`src/sv/lra_pkg.sv`:
```
// shared types, codes and constants of the log regression accumulator
// no dependencies; imported by every module of the block
`default_nettype none

package lra_pkg;

  localparam int DEF_FRACTION_BITS = 16;
  localparam int SUM_W = 64;
  localparam int COUNT_W = 40;
  localparam int QUEUE_DEPTH = 2;

  localparam int IN_DATA_W = 376;
  localparam int IN_USER_W = 2;
  localparam int OUT_DATA_W = 168;
  localparam int OUT_USER_W = 2;

  localparam logic [31:0] LN2_Q32 = 32'hB172_17F8;

  // commands on the input tuser
  localparam logic [1:0] CMD_CLEAR = 2'd0;
  localparam logic [1:0] CMD_SAMPLE = 2'd1;
  localparam logic [1:0] CMD_MERGE = 2'd2;
  localparam logic [1:0] CMD_FINISH = 2'd3;

  // result status codes
  localparam logic [1:0] ST_OK = 2'd0;
  localparam logic [1:0] ST_DEGENERATE = 2'd1;
  localparam logic [1:0] ST_ZERO_X = 2'd2;
  localparam logic [1:0] ST_OVERFLOW = 2'd3;

  localparam logic signed [SUM_W-1:0] SUM_MAX = {1'b0, {(SUM_W-1){1'b1}}};
  localparam logic signed [SUM_W-1:0] SUM_MIN = {1'b1, {(SUM_W-1){1'b0}}};

  typedef enum logic [2:0] {
    K_CLEAR,
    K_SAMPLE,
    K_SKIP,
    K_MERGE,
    K_FINISH
  } kind_t;

  typedef struct packed {
    kind_t                     kind;
    logic [31:0]               x_value;
    logic signed [31:0]        y_value;
    logic [15:0]               weight;
    logic signed [SUM_W-1:0]   part_sum_log;
    logic signed [SUM_W-1:0]   part_sum_ylog;
    logic signed [SUM_W-1:0]   part_sum_y;
    logic signed [SUM_W-1:0]   part_sum_logsq;
    logic [COUNT_W-1:0]        part_count;
  } item_t;

  typedef struct packed {
    logic                    done;
    logic                    deg;
    logic                    sat;
    logic signed [SUM_W-1:0] a_coef;
    logic signed [SUM_W-1:0] b_coef;
  } solve_res_t;

endpackage

`default_nettype wire

```
`src/sv/lra_front.sv`:
```
// front end: accepts stream transfers, classifies the command, queues items
// depends on lra_pkg
`default_nettype none

module lra_front (
  input  wire logic                            clk,
  input  wire logic                            rst,
  input  wire logic                            s_tvalid,
  output logic                                 s_tready,
  input  wire logic [lra_pkg::IN_DATA_W-1:0]   s_tdata,
  input  wire logic [lra_pkg::IN_USER_W-1:0]   s_tuser,
  output logic                                 item_valid,
  output lra_pkg::item_t                       item,
  input  wire logic                            item_pop
);
  import lra_pkg::*;

  localparam int PTR_W = (QUEUE_DEPTH > 1) ? $clog2(QUEUE_DEPTH) : 1;
  localparam int FILL_W = $clog2(QUEUE_DEPTH + 1);

  item_t slots [QUEUE_DEPTH];
  logic [PTR_W-1:0] wr_ptr;
  logic [PTR_W-1:0] rd_ptr;
  logic [FILL_W-1:0] fill;
  item_t in_item;
  logic push;
  logic pop;

  always_comb begin
    in_item.x_value = s_tdata[31:0];
    in_item.y_value = s_tdata[63:32];
    in_item.weight = s_tdata[79:64];
    in_item.part_sum_log = s_tdata[143:80];
    in_item.part_sum_ylog = s_tdata[207:144];
    in_item.part_sum_y = s_tdata[271:208];
    in_item.part_sum_logsq = s_tdata[335:272];
    in_item.part_count = s_tdata[375:336];
    case (s_tuser)
      CMD_CLEAR: in_item.kind = K_CLEAR;
      CMD_SAMPLE: in_item.kind = (s_tdata[31:0] == 32'd0) ? K_SKIP : K_SAMPLE;
      CMD_MERGE: in_item.kind = K_MERGE;
      default: in_item.kind = K_FINISH;
    endcase
  end

  assign s_tready = (fill != FILL_W'(QUEUE_DEPTH));
  assign item_valid = (fill != '0);
  assign item = slots[rd_ptr];
  assign push = s_tvalid && s_tready;
  assign pop = item_pop && item_valid;

  always_ff @(posedge clk) begin
    if (rst) begin
      wr_ptr <= '0;
      rd_ptr <= '0;
      fill <= '0;
    end else begin
      if (push) begin
        wr_ptr <= (wr_ptr == PTR_W'(QUEUE_DEPTH - 1)) ? '0 : wr_ptr + 1'b1;
      end
      if (pop) begin
        rd_ptr <= (rd_ptr == PTR_W'(QUEUE_DEPTH - 1)) ? '0 : rd_ptr + 1'b1;
      end
      if (push && !pop) begin
        fill <= fill + 1'b1;
      end else if (pop && !push) begin
        fill <= fill - 1'b1;
      end
    end
  end

  always_ff @(posedge clk) begin
    if (push) begin
      slots[wr_ptr] <= in_item;
    end
  end

endmodule

`default_nettype wire

```
`config.mk`:
```
export PLATFORM = sky130hd
export DESIGN_NAME = lra_front
export DESIGN_NICKNAME = d
export VERILOG_FILES = /design/src/sv/lra_pkg.sv /design/src/sv/lra_front.sv
export SDC_FILE = /design/constraint.sdc
export NUM_CORES = 1
export LEC_CHECK = 0
export BUFFER_PORTS_ARGS = -buffer_cell sky130_fd_sc_hd__buf_2
export CAP_MARGIN = 20
export CORE_AREA = 5 5 292 294
export CTS_CLUSTER_SIZE = 40
export DETAILED_ROUTE_END_ITERATION = 7
export DIE_AREA = 0 0 297 299
export SETUP_SLACK_MARGIN = 0.02
export SKIP_CTS_REPAIR_TIMING = 1
export SYNTH_ARGS = -nofsm -noshare
export SYNTH_HDL_FRONTEND = slang
export SYNTH_SLANG_ARGS = --single-unit
export TNS_END_PERCENT = 30
```
`constraint.sdc`:
```
create_clock -name clk -period 46.5 [get_ports clk]
set_input_delay 9.3 -clock clk [delete_from_list [all_inputs] [get_ports clk]]
set_output_delay 9.3 -clock clk [all_outputs]
set_load 0.02 [all_outputs]
```
Word level (Yosys, flattened, before mapping)
Memories as Yosys holds them, arrays and structs flattened. A register that Yosys moved wholly into a read port is not among the register bits.
Cells that the tools add are included.
{"block": "totals", "output_inout_bits": 381, "memories": 1, "word_cells": 31, "regBits": 4, "in_bits": 382, "mem_bits_rw": 758}
{"block": "op_classes", "n_reduce_logical": 10, "muxes": 10, "n_addsub": 4, "eq_ne": 3}
{"memory": "slots", "depth": 2, "word_bits": 379, "rd": 1, "rd_ports_with_merged_regs": 1, "write_ports": 1, "line": "lra_front.sv:21", "source": "item_t slots [QUEUE_DEPTH];"}
{"op": "$logic_not A32 Y1", "n": 1}
{"op": "$pmux W3 S3", "n": 1}
{"op": "$mux W1", "n": 6}
{"op": "$mux W2", "n": 3}
{"op": "$logic_and A1 B1 Y1", "n": 4}
{"op": "$reduce_bool A2 Y1", "n": 2}
{"op": "$add A1 B1 Y1 const B", "n": 2}
{"op": "$add A2 B1 Y2 const B", "n": 1}
{"op": "$eq A2 B1 Y1 const B", "n": 1}
{"op": "$eq A2 B2 Y1 const B", "n": 1}
{"op": "$logic_not A1 Y1", "n": 2}
{"op": "$logic_not A2 Y1", "n": 1}
{"op": "$ne A2 B2 Y1 const B", "n": 1}
{"op": "$sub A2 B1 Y2 const B", "n": 1}

Logic depth before layout (Yosys ltp)
Gate-level depths: netlist of run 1.
{"block": "logic_depth", "word_depth": 6, "ltp_mapped": 7, "mapped_depth_nobuf": 7}

Worst setup path before layout of run 1
No wires, ideal clock.
{"block": "synth_timing", "path_type": "input port to flip-flop", "from": "input port s_tvalid", "to": "memory slots[0][0] (netlist name) (enable)", "slack_ps": 20296, "n_path_buf": 0, "cell_stages": 2, "required_ps": 45371, "arrival_ps": 25075, "setup_time_ps": 1129, "cell_sequence": "nand2_1 nor2_1"}
{"block": "synth_between", "elab_chain_cells": 3}
{"element": "from (decl)", "line": "lra_front.sv:8", "source": "input wire logic s_tvalid,"}
{"element": "$logic_and A1 B1 Y1", "line": "lra_front.sv:49", "source": "assign push = s_tvalid && s_tready;"}
{"element": "$mux W1", "line": "lra_front.sv:73", "source": "if (push) begin"}
{"element": "$mux W1 (implied by the code)", "line": "lra_front.sv:74", "source": "slots[wr_ptr] <= in_item;"}
{"element": "to (decl)", "line": "lra_front.sv:21"}
No other way between the ends.

==> results.json, run 1 <==
{
  "worstSkewPairLatency_ns": 0.61,
  "dr_iter_0_viols": 795,
  "clk_pin_slew_worst_paths_ns": 0.05,
  "final_gp_congestion": 0.8143,
  "die_area_um2": 88800,
  "die_height_um": 299,
  "async_flop_share": 0,
  "synth_cells": 1219,
  "relSlewSlack": 0.1923,
  "number_of_placed_i_o_pins": 763,
  "place_hpwl_um": 49820,
  "drcViolationCount": 0,
  "totalPowerFinal_mw": 2.178,
  "synth_largest_type_area_fraction": 0.7863,
  "layout-drive-gt1-share": 0.6051,
  "detailedPlace.worstSlack_ns": 32.21,
  "wire_length_of_the_first_global_routing_pass_um": 100100,
  "wl_per_cell_um": 21.75,
  "maximum_buffer_depth_of_the_clock_tree": 3,
  "class_of_the_worst_hold_path": "flop to flop",
  "ant_nets": 0,
  "power_density_nw_per_um2": 59.72,
  "core_area_um2": 82630,
  "crit_family": "buffers and inverters",
  "layoutNonFillerInstCount": 3193,
  "syn_area_um2": 28950,
  "ys_seq_elements": 763,
  "share_of_the_yosys_chip_area_belonging_to_registers": 0.7898,
  "grt_antenna_before_repair": 26,
  "synthTopCellsByArea": "edfxtp_1 (79%), mux2_4 (16%), mux2_2 (3.1%)",
  "overflow": 0,
  "worst-slew-pin-transition_ns": 1.212,
  "setup_tns_ns": 0,
  "numCtsBuffers": 81,
  "netlist_top_cells_count": "edfxtp_1 (758), mux2_4 (300), mux2_2 (79)",
  "timing.critical_path.mode_cell": "buf_4",
  "leakage_nw": 13.98,
  "crit_chain": "buf_4, buf_4, buf_4, buf_4, mux2_2, buf_2",
  "worstPathBufferInverterCount": 5,
  "clock-root-buffer": "clkbuf_16",
  "grt_pass1_vias": 15620,
  "initial_core_util": 0.3503,
  "max_freq_mhz": 67.12,
  "max_cap_viol_count": 0,
  "areaGrowthSynthToFinish_pct": 26.01,
  "final_max_slew_violation_count": 0,
  "syn_nets": 1602,
  "crit_path_start_kind": "flop",
  "route.vias.total": 14450,
  "dominantRegCellSynth": "edfxtp_1",
  "synth.most_common_cell": "edfxtp_1",
  "portBuffers": 762,
  "cp_slowest_cell": "buf_4",
  "fin_ws_ns": 31.60,
  "clock-sinks": 763,
  "critical_path_at_ns": 5.60,
  "track_usage": 0.1489,
  "drt-vias-per-instance": 4.525,
  "max_stage_delay_ns": 0.86,
  "synth.largest_area_cell": "edfxtp_1",
  "synth-edff-count": 758,
  "fin_util": 0.4414,
  "yosys_warnings": 0,
  "fp.dieW_um": 297,
  "placed_cells_incl_taps": 3033,
  "fin_skew_ns": 0.02241,
  "worst-setup-path-type": "flop to output pin",
  "detailedRoute.firstPassIterationCount": 5,
  "rsz_0062_raised_after_global_routing": "no",
  "final.period_utilization": 0.3204,
  "clock_tree.htree_level_count": 3,
  "peakVddDrop_mv": 0.04354,
  "syn_area_per_cell_um2": 23.75,
  "timing_hold_violations_final": 0,
  "grt_start_max_net_pins": 155,
  "synth.distinct_cells": 22,
  "wirelength_um": 69460,
  "end_kind": "output pin",
  "core_rows": 106,
  "number_of_nets_in_the_finished_design": 2419,
  "layout_min_cycle_time_ns": 14.90,
  "cp.required_ns": 37.20,
  "setup-violations-final": 0,
  "status": "finished clean",
  "path_max_fanout": 63,
  "tritoncts_clock_tree": "yes"
}
[metal layers]
layer  wire length [um]  vias to the layer above  GRT usage
met5                138                        -          0
met4               2050                       22    0.04980
met3               6600                      133    0.06204
met2              36660                      600     0.2744
met1              24010                     7145     0.1524
li1                   -                     6548          -
[cells in the final DEF (no fill, tap or decap), drive strengths merged]
master / Yosys / final
a21oi: 1 / 1
nand2: 2 / 2
nand4: 2 / 2
nor2: 6 / 6
or3: 1 / 1
mux2: 379 / 379
edfxtp: 758 / 758
and2: 1 / 1
clkinvlp: 0 / 6
or2: 1 / 1
inv: 1 / 9
dfxtp: 5 / 5
o21ai: 2 / 2
bufinv: 0 / 9
clkbuf: 0 / 102
buf: 42 / 776
xor2: 4 / 4
and3: 1 / 1
ha: 1 / 1
nand2b: 3 / 3
o31ai: 1 / 1
nor4: 8 / 8
clkinv: 0 / 24
diode: 0 / 11
[through the flow]
stage	cell area [um^2]	hold slack (ns)
3_5_place_dp	33780	0.4926
6_report	36480	0.5139
5_1_grt	36470	0.5297
4_1_cts	36450	0.5143
3_3_place_gp	33780	0.4776
2_1_floorplan	28950	0.4608
[sequential cells by signal (all words and copies together), names as in the netlist, named ones only]
name	flops
wr_ptr	1
rd_ptr	1
slots	758
fill	2
[layout make-up]
class	instances	area, um^2
Fill cell	7249	46150
Sequential cell	763	22870
Multi-Input combinational cell	413	5613
Timing Repair Buffer	776	3944
Clock buffer	102	2106
Tap cell	1080	1351
Clock inverter	47	564.3
Antenna cell	11	27.53
Inverter	1	3.754
[worst reg2reg max path: cells and delay by family, from the launching register on]
family | cells | cell delay [ns]
DFF | 1 | 0.39
buffers and inverters | 3 | 2.67
and+or+nand+nor | 3 | 1.00
[final timing paths]
check,from,end,slack [ns],cells after the start
max,flop,item[357],31.60,6
min,fill[1],fill[1],0.51,2
max reg2reg,fill[0],slots[0][358],41.97,6
min reg2reg,fill[1],fill[1],0.51,2
[power breakdown]
part	internal [mW]	switching, mW
Clock	0.376	0.262
Combinational	0.262	0.365
Sequential	0.882	0.0318
Total	1.52	0.659
[cell families after synthesis]
group | after synthesis | share of synthesized area
AOI/OAI and AO/OA | 4 | 0.0007780
xor gates and xnor gates | 4 | 0.001210
adders and majority gates | 1 | 0.0004322
buffers and inverters | 43 | 0.01673
DFF | 763 | 0.7898
muxes | 379 | 0.1863
and+or+nand+nor | 25 | 0.004712
(Power assumes the default switching activity.)
==> run 2, diff against run 1 <==
- CORE_AREA: 5 5 292 294 -> 5 5 291 293
- DIE_AREA: 0 0 297 299 -> 0 0 296 298
- clock period: 46.5 -> 13 ns (I/O delays scaled with it)
==> run 2 against run 1 <==
Effect of this change: cell count down 0.50%; non-clock buffer count down 4; largest cell class unchanged; via count down 0.17%; global-route usage up 0.17 points; critical path depth down 2.
==> results.json, run 2 (synthesized netlist as in run 1, its figures left out) <==
{
  "path_max_fanout": 126,
  "areaGrowthSynthToFinish_pct": 25.74,
  "number_of_placed_i_o_pins": 763,
  "r2r.worst_path.cells": 5,
  "power_switching_share": 0.3015,
  "overflow": 0,
  "crit_chain": "buf_4, buf_12, mux2_4, buf_2",
  "relSlewSlack": 0.2061,
  "core_rows": 105,
  "detailedPlace.worstSlack_ns": 7.468,
  "route.vias.total": 14420,
  "fin_skew_ns": 0.01680,
  "fp.dieW_um": 296,
  "wl_per_cell_um": 22.12,
  "pwr-share-seq": 0.423,
  "clock_power_share": 0.287,
  "drt-vias-per-instance": 4.540,
  "critical_path_at_ns": 3.50,
  "combinationalPowerShare": 0.290,
  "number_of_nets_in_the_finished_design": 2414,
  "clock-sinks": 763,
  "rsz_0062_raised_after_global_routing": "no",
  "grt_antenna_before_repair": 30,
  "p_sw_mw": 2.334,
  "top_register_by_number_of_flip_flops": "slots",
  "wirelength_um": 70290,
  "end_kind": "output pin",
  "dr_iter_0_viols": 662,
  "reg.largest.list": "slots (758), fill (2)",
  "int_power_mw": 5.406,
  "numCtsBuffers": 80,
  "fin_ws_ns": 6.896,
  "timing_hold_violations_final": 0,
  "final_max_slew_violation_count": 0,
  "class_of_the_worst_hold_path": "flop to flop",
  "worstSkewPairLatency_ns": 0.61,
  "place_hpwl_um": 50110,
  "initial_core_util": 0.3548,
  "layout.cells.most_common": "buf_2",
  "peakVddDrop_mv": 0.1463,
  "max_freq_mhz": 163.8,
  "grt_start_max_net_pins": 165,
  "power_density_nw_per_um2": 212.6,
  "die_height_um": 298,
  "max_stage_delay_ns": 0.75,
  "layout_min_cycle_time_ns": 6.104,
  "worstPathBufferInverterCount": 3,
  "min_delay_path_depth": 2,
  "layout-drive-gt1-share": 0.6048,
  "tritoncts_clock_tree": "yes",
  "detailedRoute.firstPassIterationCount": 4,
  "max_cap_viol_count": 0,
  "clock-root-buffer": "clkbuf_16",
  "largest_register_ffs": 758,
  "cp.required_ns": 10.40,
  "clock_tree.htree_level_count": 3,
  "setup_tns_ns": 0,
  "final_gp_congestion": 0.8199,
  "grt_pass1_vias": 15710,
  "layout_common_cells": "buf_2 (762), edfxtp_1 (758), mux2_4 (300), clkbuf_16 (83), mux2_2 (79)",
  "track_usage": 0.1505,
  "cp_slowest_cell": "dfxtp_4",
  "crit_family": "buffers and inverters",
  "final.period_utilization": 0.4695,
  "setup-violations-final": 0,
  "totalPowerFinal_mw": 7.739,
  "drcViolationCount": 0,
  "cp.depth": 4,
  "hold_slack_ns": 0.5103,
  "worst-setup-path-type": "flop to output pin",
  "ant_nets": 0,
  "core_area_um2": 81580,
  "wire_length_of_the_first_global_routing_pass_um": 99600,
  "maximum_buffer_depth_of_the_clock_tree": 3,
  "clk_pin_slew_worst_paths_ns": 0.06,
  "leakage_nw": 13.95,
  "status": "finished clean",
  "worst-slew-pin-transition_ns": 1.191,
  "die_area_um2": 88210,
  "portBuffers": 762,
  "crit_path_start_kind": "flop"
}
==> run 2: worst paths after layout <==
check / start / to / slack [ns]
max: flop / item[152] / 6.90
min: fill[1] / fill[1] / 0.51
max reg2reg: fill[0] / slots[0][334] / 9.79
min reg2reg: fill[1] / fill[1] / 0.51
==> run 2: tightest hold or removal path, cell delays in order (launching register included) <==
cell	delay, ns
dfxtp_1	0.33
o21ai_0	0.07
a21oi_1	0.06
==> run 2: layer usage <==
| metal | track usage | vias up | part of all wire |
|---|---|---|---|
| li1 | - | 6547 | - |
| met1 | 0.1584 | 7155 | 0.35 |
| met2 | 0.2744 | 576 | 0.53 |
| met3 | 0.05803 | 128 | 0.095 |
| met4 | 0.05134 | 18 | 0.025 |
| met5 | 0 | - | 0.0019 |
==> run 2: metrics by stage <==
stage	instances	instance area [um^2]	util
floorplan	1219	28950	-
global placement	3019	33780	0.4141
detailed placement	3019	33780	0.4141
CTS	3160	36350	0.4456
global route	3168	36370	0.4459
finish	3177	36400	0.4461
==> run 2: final cells by class <==
class,instances,area (um^2)
Timing Repair Buffer,772,3964
Multi-Input combinational cell,413,5613
Inverter,1,3.754
Sequential cell,763,22870
Antenna cell,17,42.54
Clock buffer,102,2148
Fill cell,7110,45190
Clock inverter,39,421.7
Tap cell,1070,1339
==> run 2: power by group through the flow <==
stage	sequential (mW)	combinational, mW	clock (mW)
CTS	3.28	2.29	2.29
finish	3.27	2.25	2.22
global placement	3.31	2.27	0
detailed placement	3.33	2.28	0
floorplan	3.37	1.65	0
global route	3.30	2.38	2.39
==> run 3, diff against run 2 <==
- CORE_AREA: 5 5 291 293 -> 5 5 294 296
- DIE_AREA: 0 0 296 298 -> 0 0 299 301
- clock period: 13 -> 6.2 ns (I/O delays scaled with it)
==> run 3 against run 2 <==
Effect of this change: sequential power grew 110%; sequential share of layout area decreased by 0.23 points; highest routed layer unchanged; hold slack lost 0.035 ns.
==> results.json, run 3 (synthesized netlist as in run 1, its figures left out) <==
{
  "status": "finished clean",
  "portBuffers": 762,
  "reg.largest.list": "slots (758), fill (2)",
  "core_area_um2": 83290,
  "ant_nets": 0,
  "wl_per_cell_um": 21.77,
  "setup_tns_ns": 0,
  "layout_min_cycle_time_ns": 4.024,
  "hold_slack_ns": 0.4755,
  "fp.dieW_um": 299,
  "end_kind": "output pin",
  "worstSkewPairLatency_ns": 0.63,
  "min_delay_path_depth": 2,
  "drcViolationCount": 0,
  "dr_iter_0_viols": 751,
  "final_max_slew_violation_count": 0,
  "timing_hold_violations_final": 0,
  "wire_length_of_the_first_global_routing_pass_um": 99680,
  "grt_start_max_net_pins": 157,
  "r2r_start": "fill[0]",
  "layout-drive-gt1-share": 0.6049,
  "die_area_um2": 90000,
  "setup-violations-final": 0,
  "crit_path_start_kind": "flop",
  "placed_cells_incl_taps": 3044,
  "track_usage": 0.1468,
  "wirelength_um": 69820,
  "clk_pin_slew_worst_paths_ns": 0.06,
  "numCtsBuffers": 81,
  "number_of_nets_in_the_finished_design": 2430,
  "setup_slack_of_the_worst_register_to_register_path_ns": 3.75,
  "largest_register_ffs": 758,
  "class_of_the_worst_hold_path": "flop to flop",
  "clock-root-buffer": "clkbuf_16",
  "critical_path_at_ns": 2.78,
  "cp.required_ns": 4.96,
  "r2r.worst_path.cells": 3,
  "power_density_nw_per_um2": 442.9,
  "fin_skew_ns": 0.03804,
  "hold_start": "rd_ptr",
  "grt_antenna_before_repair": 29,
  "regToRegEndpoint": "slots[1][337]",
  "detailedPlace.worstSlack_ns": 2.741,
  "relSlewSlack": 0.2594,
  "tritoncts_clock_tree": "yes",
  "route.vias.total": 14500,
  "stdcell_area_um2": 36530,
  "place_hpwl_um": 49990,
  "worst-setup-path-type": "flop to output pin",
  "drt-vias-per-instance": 4.522,
  "placement.cell_area_um2": 33960,
  "max_cap_viol_count": 0,
  "layoutNonFillerInstCount": 3207,
  "top_register_by_number_of_flip_flops": "slots",
  "final.period_utilization": 0.6490,
  "detailedRoute.firstPassIterationCount": 4,
  "final_gp_congestion": 0.8184,
  "fin_util": 0.4386,
  "layout_common_cells": "buf_2 (762), edfxtp_1 (758), mux2_4 (300), clkbuf_16 (82), mux2_2 (79)",
  "number_of_placed_i_o_pins": 763,
  "clock_tree.htree_level_count": 3,
  "worst-slew-pin-transition_ns": 1.111,
  "layout.cells.most_common": "buf_2",
  "die_height_um": 301,
  "grt_pass1_vias": 15760,
  "rsz_0062_raised_after_global_routing": "no",
  "totalPowerFinal_mw": 16.18,
  "maximum_buffer_depth_of_the_clock_tree": 3,
  "core_rows": 106,
  "max_freq_mhz": 248.5,
  "fin_ws_ns": 2.176,
  "initial_core_util": 0.3475,
  "path_max_fanout": 41,
  "overflow": 0,
  "peakVddDrop_mv": 0.3214,
  "areaGrowthSynthToFinish_pct": 26.20,
  "leakage_nw": 14.01,
  "clock-sinks": 763
}
-- run 3: worst max-delay path by stage --
stage / from / to / slack [ns] / cells past startpoint
2_1_floorplan: s_tvalid / slots[0][0] / -1.13 / 2
3_3_place_gp: flop / item[79] / 2.81 / 3
3_5_place_dp: flop / item[66] / 2.74 / 3
4_1_cts: flop / item[66] / 2.05 / 3
5_1_grt: flop / item[66] / 1.99 / 3
6_report: flop / item[232] / 2.18 / 3
-- run 3: worst max-delay path: stages, from the launching register on --
cell	delay [ns]
dfxtp_4	0.90
buf_4	0.70
mux2_4	0.35
buf_2	0.16
-- run 3: report_power, final --
part | switching (mW) | internal, mW | leakage [nW] | total [mW]
sequential | 0.233 | 6.61 | 7.12 | 6.84
combinational | 2.78 | 1.99 | 5.67 | 4.77
clock | 1.95 | 2.62 | 1.22 | 4.57
-- run 3: area by class of cell --
| type | instances | area, um^2 |
|---|---|---|
| fillers | 7307 | 46760 |
| repair buffers | 787 | 4114 |
| inverters | 1 | 3.754 |
| clock inverters | 43 | 391.6 |
| multi-input cells | 413 | 5629 |
| well taps | 1080 | 1351 |
| diodes | 16 | 40.04 |
| clock buffers | 104 | 2135 |
| flip-flops and latches | 763 | 22870 |
-- run 3: routing by layer --
metal,track usage,vias up,wire [um]
li1,-,6581,-
met1,0.1565,7174,24920
met2,0.2630,574,36500
met3,0.05862,153,6285
met4,0.05445,20,1987
met5,0,-,121
